<file path="config.mk">
export PLATFORM = sky130hd
export DESIGN_NAME = can_message_segmenter_core_flat
export DESIGN_NICKNAME = d
export VERILOG_FILES = /design/src/design/cms_pkg.sv /design/src/design/cms_in_if.sv /design/src/design/cms_out_if.sv /design/src/design/can_message_segmenter_core.sv /design/src/design/cms_descriptor.sv /design/src/flat_wrapper.sv
export VERILOG_INCLUDE_DIRS = /design/src /design/src/design
export SDC_FILE = /design/constraint.sdc
export NUM_CORES = 1
export LEC_CHECK = 0
export ABC_AREA = 1
export BUFFER_PORTS_ARGS = -buffer_cell sky130_fd_sc_hd__buf_2
export CORE_AREA = 2 2 109 164
export DETAILED_ROUTE_END_ITERATION = 10
export DIE_AREA = 0 0 111 166
export PLACE_DENSITY = 0.88
export SLEW_MARGIN = 0
export SYNTH_ARGS = -nofsm -noshare
export SYNTH_HDL_FRONTEND = slang
export SYNTH_HIERARCHICAL = 1
export SYNTH_SLANG_ARGS = --single-unit
</file>
<file path="constraint.sdc">
create_clock -name clk_i -period 4.9 [get_ports clk_i]
set_input_delay 0.245 -clock clk_i [delete_from_list [all_inputs] [get_ports clk_i]]
set_output_delay 0.245 -clock clk_i [all_outputs]
set_load 0.02 [all_outputs]
</file>
<file path="src/design/assert_macros.svh">
// ----------------------------------------------------------------------------
// assert_macros.svh
// Concurrent assertion helpers, sampled on clk_i and quiet while rst_ni is low.
// ----------------------------------------------------------------------------
`ifndef ASSERT_MACROS_SVH
`define ASSERT_MACROS_SVH

// Same-cycle implication
`define CMS_ASSERT_IMPL(label, ante, cons) \
  label: assert property (@(posedge clk_i) disable iff (!rst_ni) (ante) |-> (cons)) \
    else $error("cms assertion failed");

// Next-cycle implication
`define CMS_ASSERT_NEXT(label, ante, cons) \
  label: assert property (@(posedge clk_i) disable iff (!rst_ni) (ante) |=> (cons)) \
    else $error("cms assertion failed");

`endif

</file>
<file path="src/design/cms_pkg.sv">
// ----------------------------------------------------------------------------
// cms_pkg
// Widths, constants and shared types of the CAN message segmenter.
// ----------------------------------------------------------------------------
package cms_pkg;

  // Input word fields
  localparam int unsigned DATA_W = 8;
  localparam int unsigned LEN_W  = 10;
  localparam int unsigned ID_W   = 11;

  // Output word fields
  localparam int unsigned FRAME_W = 64;
  localparam int unsigned FLEN_W  = 4;

  // Frame layout
  localparam int unsigned PAYLOAD_BYTES = 6;
  localparam int unsigned PAYLOAD_W     = PAYLOAD_BYTES * DATA_W;
  localparam int unsigned DESC_W        = 16;
  localparam int unsigned DESC_BYTES    = DESC_W / DATA_W;
  localparam int unsigned FILL_W        = 3;

  // Descriptor fields
  localparam int unsigned FRAME_NUM_W   = 8;
  localparam int unsigned MSG_CNT_W     = 2;
  localparam int unsigned COUNT_W       = 8;
  localparam int unsigned MSG_CNT_SHIFT = 12;
  localparam int unsigned COUNT_SHIFT   = 6;

  // ceil(len/6) via reciprocal: x/6 == (x*683)>>12 for x < 2048
  localparam int unsigned RECIP_6_W     = 10;
  localparam int unsigned RECIP_6       = 683;
  localparam int unsigned RECIP_SHIFT   = 12;
  localparam int unsigned CEIL_W        = LEN_W + 1;

  // Default length limit
  localparam int unsigned MAX_MESSAGE_BYTES_DEF = 512;

  // Descriptor request handed to the descriptor builder
  typedef struct packed {
    logic [LEN_W-1:0]       eff_len;
    logic [MSG_CNT_W-1:0]   msg_cnt;
    logic [FRAME_NUM_W-1:0] frame_num;
  } desc_req_t;

endpackage

</file>
<file path="src/design/cms_in_if.sv">
// ----------------------------------------------------------------------------
// cms_in_if
// Input channel: one message byte with its length and CAN identifier.
// ----------------------------------------------------------------------------
interface cms_in_if import cms_pkg::*; ();

  logic              valid;
  logic              ready;
  logic [DATA_W-1:0] data_byte;
  logic [LEN_W-1:0]  message_length;
  logic [ID_W-1:0]   can_identifier;

  modport source (output valid, output data_byte, output message_length,
                  output can_identifier, input ready);
  modport sink   (input valid, input data_byte, input message_length,
                  input can_identifier, output ready);

endinterface

</file>
<file path="src/design/cms_out_if.sv">
// ----------------------------------------------------------------------------
// cms_out_if
// Output channel: one CAN frame or an oversize error word.
// ----------------------------------------------------------------------------
interface cms_out_if import cms_pkg::*; ();

  logic               valid;
  logic               ready;
  logic [FRAME_W-1:0] frame_bytes;
  logic [FLEN_W-1:0]  frame_length;
  logic [ID_W-1:0]    frame_identifier;
  logic               last_frame;
  logic               too_long;

  modport source (output valid, output frame_bytes, output frame_length,
                  output frame_identifier, output last_frame, output too_long,
                  input ready);
  modport sink   (input valid, input frame_bytes, input frame_length,
                  input frame_identifier, input last_frame, input too_long,
                  output ready);

endinterface

</file>
<file path="src/design/can_message_segmenter_core.sv">
// ----------------------------------------------------------------------------
// can_message_segmenter_core
// Packs a byte stream into classic CAN frames: 16-bit descriptor plus up to
// six payload bytes per frame; oversize messages give one error word.
// ----------------------------------------------------------------------------
// One message byte is taken per clock. A byte that completes a frame (sixth
// payload byte, or the last byte of the message) produces a frame word in the
// output register in the cycle after it is accepted; other bytes produce
// nothing, and an oversize message gives only the error word, on its last byte.
// The input stays ready while the output register is empty or being read, so
// the rate is one byte per cycle; a stalled output stalls the input only once a word waits.
module can_message_segmenter_core import cms_pkg::*; #(
  parameter int unsigned MAX_MESSAGE_BYTES = MAX_MESSAGE_BYTES_DEF
) (
  input  logic clk_i,
  input  logic rst_ni,
  cms_in_if.sink    in_i,
  cms_out_if.source out_o
);

`include "assert_macros.svh"

  // Message state
  logic [LEN_W-1:0]       pos_q, pos_d;
  logic [FRAME_NUM_W-1:0] frame_q, frame_d;
  logic [FILL_W-1:0]      fill_q, fill_d;
  logic [PAYLOAD_W-1:0]   buf_q, buf_d;
  logic [MSG_CNT_W-1:0]   msg_cnt_q, msg_cnt_d;

  // Output register
  logic                   out_valid_q;
  logic [FRAME_W-1:0]     out_bytes_q;
  logic [FLEN_W-1:0]      out_len_q;
  logic [ID_W-1:0]        out_id_q;
  logic                   out_last_q;
  logic                   out_err_q;

  logic                   in_fire;
  logic [LEN_W-1:0]       eff_len;
  logic [LEN_W:0]         pos_inc;
  logic                   is_last;
  logic                   is_drop;
  logic [PAYLOAD_W-1:0]   buf_new;
  logic [FILL_W-1:0]      fill_new;
  logic                   emit;
  desc_req_t              desc_req;
  logic [DESC_W-1:0]      desc;

  // Handshake
  assign in_i.ready = !out_valid_q || out_o.ready;
  assign in_fire    = in_i.valid && in_i.ready;

  // Per-byte decode
  assign eff_len  = (in_i.message_length == '0) ? LEN_W'(1) : in_i.message_length;
  assign pos_inc  = (LEN_W+1)'(pos_q) + (LEN_W+1)'(1);
  assign is_last  = pos_inc >= (LEN_W+1)'(eff_len);
  assign is_drop  = in_i.message_length > LEN_W'(MAX_MESSAGE_BYTES);
  assign buf_new  = buf_q | (PAYLOAD_W'(in_i.data_byte) << {fill_q, 3'b000});
  assign fill_new = fill_q + FILL_W'(1);
  assign emit     = is_drop ? is_last
                            : ((fill_new == FILL_W'(PAYLOAD_BYTES)) || is_last);

  assign desc_req.eff_len   = eff_len;
  assign desc_req.msg_cnt   = msg_cnt_q;
  assign desc_req.frame_num = frame_q;

  cms_descriptor u_desc (
    .req_i  (desc_req),
    .desc_o (desc)
  );

  // Next message state
  always_comb begin
    pos_d     = pos_q;
    frame_d   = frame_q;
    fill_d    = fill_q;
    buf_d     = buf_q;
    msg_cnt_d = msg_cnt_q;
    if (in_fire) begin
      if (is_drop) begin
        if (is_last) begin
          pos_d   = '0;
          frame_d = '0;
          fill_d  = '0;
          buf_d   = '0;
        end else begin
          pos_d = pos_inc[LEN_W-1:0];
        end
      end else if (emit) begin
        fill_d = '0;
        buf_d  = '0;
        if (is_last) begin
          pos_d     = '0;
          frame_d   = '0;
          msg_cnt_d = msg_cnt_q + MSG_CNT_W'(1);
        end else begin
          pos_d   = pos_inc[LEN_W-1:0];
          frame_d = frame_q + FRAME_NUM_W'(1);
        end
      end else begin
        pos_d  = pos_inc[LEN_W-1:0];
        fill_d = fill_new;
        buf_d  = buf_new;
      end
    end
  end

  always_ff @(posedge clk_i or negedge rst_ni) begin
    if (!rst_ni) begin
      pos_q     <= '0;
      frame_q   <= '0;
      fill_q    <= '0;
      buf_q     <= '0;
      msg_cnt_q <= '0;
    end else begin
      pos_q     <= pos_d;
      frame_q   <= frame_d;
      fill_q    <= fill_d;
      buf_q     <= buf_d;
      msg_cnt_q <= msg_cnt_d;
    end
  end

  // Output valid
  always_ff @(posedge clk_i or negedge rst_ni) begin
    if (!rst_ni) begin
      out_valid_q <= 1'b0;
    end else if (in_fire && emit) begin
      out_valid_q <= 1'b1;
    end else if (out_o.ready) begin
      out_valid_q <= 1'b0;
    end
  end

  // Output word
  always_ff @(posedge clk_i) begin
    if (in_fire && emit) begin
      if (is_drop) begin
        out_bytes_q <= '0;
        out_len_q   <= '0;
        out_id_q    <= '0;
        out_last_q  <= 1'b0;
        out_err_q   <= 1'b1;
      end else begin
        out_bytes_q <= {buf_new, desc};
        out_len_q   <= FLEN_W'(fill_new) + FLEN_W'(DESC_BYTES);
        out_id_q    <= in_i.can_identifier;
        out_last_q  <= is_last;
        out_err_q   <= 1'b0;
      end
    end
  end

  assign out_o.valid            = out_valid_q;
  assign out_o.frame_bytes      = out_bytes_q;
  assign out_o.frame_length     = out_len_q;
  assign out_o.frame_identifier = out_id_q;
  assign out_o.last_frame       = out_last_q;
  assign out_o.too_long         = out_err_q;

  // Checks
  `CMS_ASSERT_IMPL(a_err_word_clean, out_valid_q && out_err_q,
    (out_bytes_q == '0) && (out_len_q == '0) && (out_id_q == '0) && !out_last_q)
  `CMS_ASSERT_IMPL(a_frame_len_range, out_valid_q && !out_err_q,
    (out_len_q >= FLEN_W'(3)) && (out_len_q <= FLEN_W'(8)))
  `CMS_ASSERT_IMPL(a_fill_bound, 1'b1, fill_q < FILL_W'(PAYLOAD_BYTES))
  `CMS_ASSERT_NEXT(a_msg_cnt_step, in_fire && is_last && !is_drop,
    msg_cnt_q == $past(msg_cnt_q) + MSG_CNT_W'(1))
  `CMS_ASSERT_IMPL(a_ready_when_empty, !out_valid_q, in_i.ready)

endmodule

</file>
<file path="src/design/cms_descriptor.sv">
// ----------------------------------------------------------------------------
// cms_descriptor
// Builds the 16-bit frame descriptor: message number, frame count and frame
// index, ORed together and truncated.
// ----------------------------------------------------------------------------
module cms_descriptor import cms_pkg::*; (
  input  desc_req_t         req_i,
  output logic [DESC_W-1:0] desc_o
);

  logic [CEIL_W-1:0]             ceil_num;
  logic [CEIL_W+RECIP_6_W-1:0]   ceil_prod;
  logic [COUNT_W-1:0]            frame_count;

  // frame_count = ceil(len / 6) by reciprocal multiply
  assign ceil_num    = CEIL_W'(req_i.eff_len) + CEIL_W'(PAYLOAD_BYTES - 1);
  assign ceil_prod   = (CEIL_W+RECIP_6_W)'(ceil_num) * (CEIL_W+RECIP_6_W)'(RECIP_6);
  assign frame_count = ceil_prod[RECIP_SHIFT +: COUNT_W];

  // Fields overlap by design; OR and keep the low 16 bits
  assign desc_o = (DESC_W'(req_i.msg_cnt) << MSG_CNT_SHIFT)
                | (DESC_W'(frame_count) << COUNT_SHIFT)
                | DESC_W'(req_i.frame_num);

endmodule
</file>
<file path="src/flat_wrapper.sv">
// flat-port wrapper written by rule: the top's interface ports become plain ports
module can_message_segmenter_core_flat import cms_pkg::*;
#(
  parameter int unsigned MAX_MESSAGE_BYTES = MAX_MESSAGE_BYTES_DEF
)
  (clk_i, rst_ni, in_i_valid, in_i_data_byte, in_i_message_length, in_i_can_identifier, in_i_ready, out_o_valid, out_o_frame_bytes, out_o_frame_length, out_o_frame_identifier, out_o_last_frame, out_o_too_long, out_o_ready);
  cms_in_if in_i_i ();
  cms_out_if out_o_i ();
  input  logic clk_i;
  input  logic rst_ni;
  input wire logic [$bits(in_i_i.valid)-1:0] in_i_valid;
  input wire logic [$bits(in_i_i.data_byte)-1:0] in_i_data_byte;
  input wire logic [$bits(in_i_i.message_length)-1:0] in_i_message_length;
  input wire logic [$bits(in_i_i.can_identifier)-1:0] in_i_can_identifier;
  output wire logic [$bits(in_i_i.ready)-1:0] in_i_ready;
  output wire logic [$bits(out_o_i.valid)-1:0] out_o_valid;
  output wire logic [$bits(out_o_i.frame_bytes)-1:0] out_o_frame_bytes;
  output wire logic [$bits(out_o_i.frame_length)-1:0] out_o_frame_length;
  output wire logic [$bits(out_o_i.frame_identifier)-1:0] out_o_frame_identifier;
  output wire logic [$bits(out_o_i.last_frame)-1:0] out_o_last_frame;
  output wire logic [$bits(out_o_i.too_long)-1:0] out_o_too_long;
  input wire logic [$bits(out_o_i.ready)-1:0] out_o_ready;
  assign in_i_i.valid = in_i_valid;
  assign in_i_i.data_byte = in_i_data_byte;
  assign in_i_i.message_length = in_i_message_length;
  assign in_i_i.can_identifier = in_i_can_identifier;
  assign in_i_ready = in_i_i.ready;
  assign out_o_valid = out_o_i.valid;
  assign out_o_frame_bytes = out_o_i.frame_bytes;
  assign out_o_frame_length = out_o_i.frame_length;
  assign out_o_frame_identifier = out_o_i.frame_identifier;
  assign out_o_last_frame = out_o_i.last_frame;
  assign out_o_too_long = out_o_i.too_long;
  assign out_o_i.ready = out_o_ready;
  can_message_segmenter_core #(.MAX_MESSAGE_BYTES(MAX_MESSAGE_BYTES)) u_core (.clk_i(clk_i), .rst_ni(rst_ni), .in_i(in_i_i), .out_o(out_o_i));
endmodule
</file>
* After elaboration in Yosys (flattened, before gate mapping)
Cells that the tools add are included.
Operators by class: add/sub/neg operators 6, $mul 1, order comparisons 2, equality and inequality tests 2, shift operators 1, mux-type cells 18, bitwise logic cells 4, reduce and logical (&&, ||, !) cells 11
Operators with widths (number):
- 48-bit 2-to-1 mux | 3
- 48-bit bitwise OR | 1
- 8-bit by 6-bit << shifter with 48-bit output | 1
- 10-bit 2-to-1 mux | 4
- 8-bit 2-to-1 mux | 4
- 11-bit by 10-bit multiplier with 20-bit output (second input constant) | 1
- 16-bit by 8-bit bitwise OR with 16-bit output | 1
- 14-bit bitwise OR | 1
- 10-bit by 1-bit adder with 11-bit output (second input constant) | 1
- 10-bit by 3-bit adder with 11-bit output (second input constant) | 1
- 11-bit by 10-bit >= comparator with 1-bit output | 1
- 10-bit > comparator (second input constant) | 1
- 10-bit logical NOT | 1
- 3-bit 2-to-1 mux | 3
- 8-bit by 1-bit adder with 8-bit output (second input constant) | 1
- 3-bit by 2-bit adder with 4-bit output (second input constant) | 1
- 1-bit 2-to-1 mux | 4
- 4-bit AND reduction | 1
- 2-bit nonzero test | 2
- 3-bit by 1-bit adder with 3-bit output (second input constant) | 1
- 3-bit equality test (second input constant) | 1
- 3-bit AND reduction | 1
- 2-bit by 1-bit adder with 2-bit output (second input constant) | 1
- 1-bit logical AND | 2
- other kinds (5) | 6
Word-level totals: register bits 153, input bits 33, output and inout bits 83, logic and storage cells 56

* Depth between registers and ports, before layout
depth in word-level cells 7, depth in mapped cells 33, mapped depth without buffers 33

* Hierarchy
Netlist, hierarchy kept.
Modules (own cells, without submodules):
- can_message_segmenter_core | times used 1, cells each 849, area an instance 7443.4 µm², sequential area each 4234.1 µm²
- cms_descriptor | times used 1, cells each 374, area an instance 2570.0 µm², sequential area each 0.0 µm²

* Worst setup path before layout
OpenSTA, ideal clock, no wires.
kind input port to flip-flop, start in in_i_message_length[4], end reg u_core.out_bytes_q[8], in the netlist u_core/out_o.frame_bytes[8], data pin, library setup time 0.265 ns, data arrival time 4.961 ns, required time 4.635 ns, setup slack -0.326 ns, cell stages on the path 29, path buffers 0, path through nor2_1 nand3_1 nor2_1 a21o_1 ha_1 nor2_2 nor3_2 nand2_1 nor2_1 xor2_1 ha_1 ha_1 inv_1 fa_1 inv_1 fa_1 inv_1 fa_1 inv_1 ha_1 a21o_1 a21boi_0 nand3_1 nand2_1 nand2_1 nand2_1 nand2_1 inv_1 nor2_1
Between the ends: word-level cells in the longest chain between the ends 6, elaborated cells on any way between the ends 7, those cells by class add/sub: 1; mul: 1; order compare: 1; mux: 1; bitwise: 2; reduce/logical: 1
RTL lines:
- start, declared | RTL line flat_wrapper.sv:13 | input wire logic [$bits(in_i_i.message_length)-1:0] in_i_message_length;
- 10-bit logical NOT | RTL line can_message_segmenter_core.sv:54 | assign eff_len = (in_i.message_length == '0) ? LEN_W'(1) : in_i.message_length;
- 10-bit 2-to-1 mux | RTL line can_message_segmenter_core.sv:54
- net u_core.eff_len[0] | RTL line can_message_segmenter_core.sv:39 | logic [LEN_W-1:0] eff_len;
- 10-bit by 3-bit adder with 11-bit output | RTL line cms_descriptor.sv:16 | assign ceil_num = CEIL_W'(req_i.eff_len) + CEIL_W'(PAYLOAD_BYTES - 1);
- 11-bit by 10-bit multiplier with 20-bit output | RTL line cms_descriptor.sv:17 | assign ceil_prod = (CEIL_W+RECIP_6_W)'(ceil_num) * (CEIL_W+RECIP_6_W)'(RECIP_6);
- 14-bit bitwise OR | RTL line cms_descriptor.sv:22 | | (DESC_W'(frame_count) << COUNT_SHIFT)
- 16-bit by 8-bit bitwise OR with 16-bit output | RTL line cms_descriptor.sv:23 | | DESC_W'(req_i.frame_num);
- net u_core.desc[8] | RTL line can_message_segmenter_core.sv:47 | logic [DESC_W-1:0] desc;
- end signal, assigned | RTL line can_message_segmenter_core.sv:145 | out_bytes_q <= {buf_new, desc};
- end, declared | RTL line can_message_segmenter_core.sv:32 | logic [FRAME_W-1:0] out_bytes_q;
The timed path passes the listed nets, and every way through them passes these cells. A chain may end at the register's enable or synchronous reset.

* Worst setup path in the final report
start in in_i_message_length[3], end reg u_core.out_bytes_q[6], in the netlist u_core/out_o.frame_bytes[6], data pin
Same word-level chain as after synthesis.

==> results by stage <==
Run status:
- The flow ran to the end, but the final reports show violations.
- The final reports fail on setup timing.

Placed design:
- After legalization and detailed placement, the total HPWL measured 17,700 um.
- Buffers placed on the I/O ports in this run total 115.
- Routability-driven placement finished with a final weighted congestion of 0.906.
- The cell count after placement is 1,574.

Die:
- The overall die width is 111 um.
- In this run the core area contains 59 standard-cell rows.
- The number of I/O pins is 116.
- The placeable core region is 17,100 um2.
- The die covers 18,400 um2.
- The initial standard-cell utilization of the core is 58.7%.
- The floorplan step set the die height to 166 um.

STA:
- The total negative slack is -0.00494 ns.
- The worst clock skew is 0.0127 ns.
- The max-slew violation count is 0.
- Setup repair after global routing could not meet its margin everywhere.
- The worst hold slack across all endpoints is 0.0417 ns.
- The tightest slew margin relative to the limit is 37.5%.
- The final-report hold violation count is 0.
- The achievable frequency is 204 MHz.
- Once routing completed, OpenROAD measured the worst setup slack at -0.00494 ns.
- The transition at the pin with the smallest max-transition slack is 0.937 ns.
- The total setup violations reported at the end of the flow is 1.
- The worst path in the final design needs a cycle of 4.90 ns, including I/O delays and setup.
- Of the available clock period, the critical path in the final layout requires 100%.

Global route:
- The number of global-route vias before repair came to 8,382.
- The wire length of the first global-routing pass is 39,200 um.
- The initial antenna violation count is 0.
- Summed over all layers, the global routing overflow is 0.
- The overall track demand over capacity in global routing is 26.4%.
- Entering global routing, the biggest net connects 73 pins.

Worst setup path:
- STA puts the critical path data arrival time at 5.04 ns.
- The critical-path cell with the highest stage delay is sky130_fd_sc_hd__fa_1.
- The category of the worst setup path capture point is a register.
- The stage delay of the slowest cell on the critical path is 0.54 ns.
- The worst setup path is launched from an input pin.
- Data on the critical path is required at its endpoint by 5.04 ns.
- The peak fanout along the critical path is 3.
- The launching instance or port of the critical path is in_i_message_length[3].
- The setup path with the least slack is of type input pin to register.
- The startpoint of the worst register-to-register path is u_core/pos_q[0].

CTS:
- The clock insertion delay at the later pin of the skew report is 0.42 ns.
- The CTS tree is done.
- Buffers inserted during clock tree synthesis total 17.
- The number of buffers on the longest clock path is 2.
- The clock drives 153 sinks.
- The H-tree was split into 4 levels.
- The root buffer cell chosen for the clock tree is sky130_fd_sc_hd__clkbuf_16.
- The clock-pin slew of the registers on the worst-case setup and hold paths is 0.06 ns.
- After clock tree synthesis, the flow added hold-fix buffers numbering 0.

Finish:
- Leaving out fill and tap cells, the most frequent cell in the layout is sky130_fd_sc_hd__nand2_1.
- The sequential standard cell area is 4230 um2.
- The layout overhead on the synthesized area is 22.7%.
- Of the cells placed in the final design, the portion with a size suffix greater than 1 is 24.5%.
- The count of filler cells inserted in the layout is 1,115.
- The post-route core utilization is 72.0%.
- Summing all multi-input logic gate instances after layout gives 5110 um2.
- For this run, the number of standard cells in the final layout without fillers is 1,614.
- In the layout the commonest cells are sky130_fd_sc_hd__nand2_1 (347), sky130_fd_sc_hd__inv_1 (204), sky130_fd_sc_hd__nor2_1 (115).
- The antenna diode count is 0.
- The final-stage net count is 1,522.

Route:
- After the first detailed-routing iteration, the DRC count stood at 812.
- Using the TritonRoute via totals, the vias-per-cell ratio works out to 5.42.
- The DRC violation count after routing is 0.
- In the final routed layout, each cell accounts on average for 16.3 um.
- After detailed routing, the total wire length is 26,300 um.
- The detailed router placed 8,742 vias in this run.
- The first TritonRoute pass finished after 5 iterations.
- The number of nets still failing antenna checks after routing is 0.

Synthesis:
- The number of register bits inferred by synthesis is 153.
- The post-synthesis instance area is 10,000 um2.
- The biggest area contributor in the post-synthesis netlist is sky130_fd_sc_hd__edfxtp_1.
- The number of synthesis warnings is 6.
- The top cell type's share of synthesized area is 24.3%.
- The synthesized netlist contains 44 unique library cells.
- In this run the mean area of a mapped cell was 8.19 um2.
- The count of mapped cells out of synthesis is 1,223.
- Summing the sequential cell areas from Yosys gives 42.3% of the chip area.
- Sorting the synthesized cells by area gives the leading types as sky130_fd_sc_hd__edfxtp_1 (24%), sky130_fd_sc_hd__dfrtp_1 (18%), sky130_fd_sc_hd__nand2_1 (14%).

Power and ir drop:
- Registers are responsible for 26.4% of the overall power.
- Cell internal power was estimated by the tool at 4040 uW.
- The clock network power share is 17.4%.
- The share of total power dissipated in combinational logic is 56.2%.
- Power spread over the standard cell area amounts to 602 nW/um2.
- Net switching is 45.3% of the power.
- Summed over all cells, the static leakage comes to 0.00671 uW.
- The worst vdd rail ir drop is 0.414 mV.
- For this design the total switching power over the nets is 3350 uW.
- The post-route total power is 7390 uW.

Flow run:
- The number of violations of the max-capacitance limit is 0.

Hold path:
- The tightest min-delay check is of the input pin to async pin type.
-- cell type report --
class | count | area share [%]
inverter | 232 | 7.14
tap | 213 | 2.17
multi-input combinational | 790 | 41.6
sequential | 153 | 34.5
clock buffer | 17 | 3.46
timing repair buffer | 194 | 9.88
clock inverter | 15 | 1.27
-- routing by layer --
layer  global-route usage, %  routed length, um  up-vias
met5                       0                  0        -
met4                    12.2               1260        0
met3                    3.76               1620      108
met2                    50.8              14600      462
met1                    27.9               8850     4111
li1                        -                  -     4061
-- worst paths after layout --
check                                                        end  slack, ns  cells past startpoint
worst max-delay path                 u_core/out_o.frame_bytes[6]     -0.005                     30
worst max register to register      u_core/out_o.frame_bytes[41]       0.95                     15
max in group asynchronous                       u_core/buf_q[15]       4.24                      2
worst min register to register                   u_core/buf_q[5]       0.47                      2
min in group clk_i              u_core/out_o.frame_identifier[6]       0.12                      3
worst min-delay path                            u_core/buf_q[10]       0.04                      2
-- synth_stat cells (all sizes together) --
cell / instances
nand2: 370
ha: 77
nor2: 135
a21o: 11
conb: 1
o21bai: 25
inv: 231
and3: 1
fa: 24
a21boi: 1
o21ai: 19
buf: 35
a21oi: 34
o211ai: 1
nand3b: 4
or2: 18
nand4: 6
o21a: 1
nand3: 32
clkinv: 1
edfxtp: 81
xnor2: 6
nor3: 5
clkbuf: 14
xor2: 18
dfrtp: 72
-- registers in the layout (all words and copies together), names as in the netlist --
| name | count |
|---|---|
| u_core/out_o.frame_bytes | 64 |
| u_core/fill_q | 3 |
| u_core/out_o.frame_length | 4 |
| u_core/pos_q | 10 |
| u_core/buf_q | 48 |
| u_core/msg_cnt_q | 2 |
| u_core/out_o.last_frame | 1 |
| u_core/out_o.too_long | 1 |
| u_core/out_o.frame_identifier | 11 |
| u_core/frame_q | 8 |
| u_core/out_o.valid | 1 |
-- kinds of logic (layout without fill, tap and decap cells) --
group,Yosys count,after routing,share of synthesized area (%)
AND/OR/NAND/NOR,571,571,24.0
other,1,2,0.0374
XOR/XNOR,24,24,2.25
flip-flops,153,153,42.3
AO/OA/AOI/OAI,92,92,5.69
buffers and inverters,281,458,11.4
adder cells (fa/ha/maj),101,101,14.4
-- power by group through the flow --
stage / clock [uW] / sequential (uW) / combinational, uW
3_5_place_dp: 0 / 1960 / 3240
5_1_grt: 1350 / 1980 / 4500
4_1_cts: 1290 / 1950 / 3310
6_report: 1280 / 1950 / 4150
3_3_place_gp: 0 / 1940 / 3100
2_1_floorplan: 0 / 2050 / 2170
-- critical path: cells and delay by family --
kind | cells | cell delay (ns)
buf+inv | 9 | 0.69
simple gates | 9 | 0.82
fa+ha+maj | 7 | 2.41
compound gates | 5 | 0.86
-- what timing repair did --
action                                  in CTS  in global routing
cloned                                       0                  0
resized for setup                            3                 89
endpoints found under the setup margin       7                  8
buffers inserted                             1                  7
pin swaps                                    2                 63
-- stage by stage --
stage,instance area [um2],worst slack (ns)
CTS,11800,0.00700
global placement,11200,-0.352
finish,12300,-0.00494
floorplan,10100,-0.124
detailed placement,11200,-0.559
global route,12300,-0.250
Power figures use the tool's default switching activity.
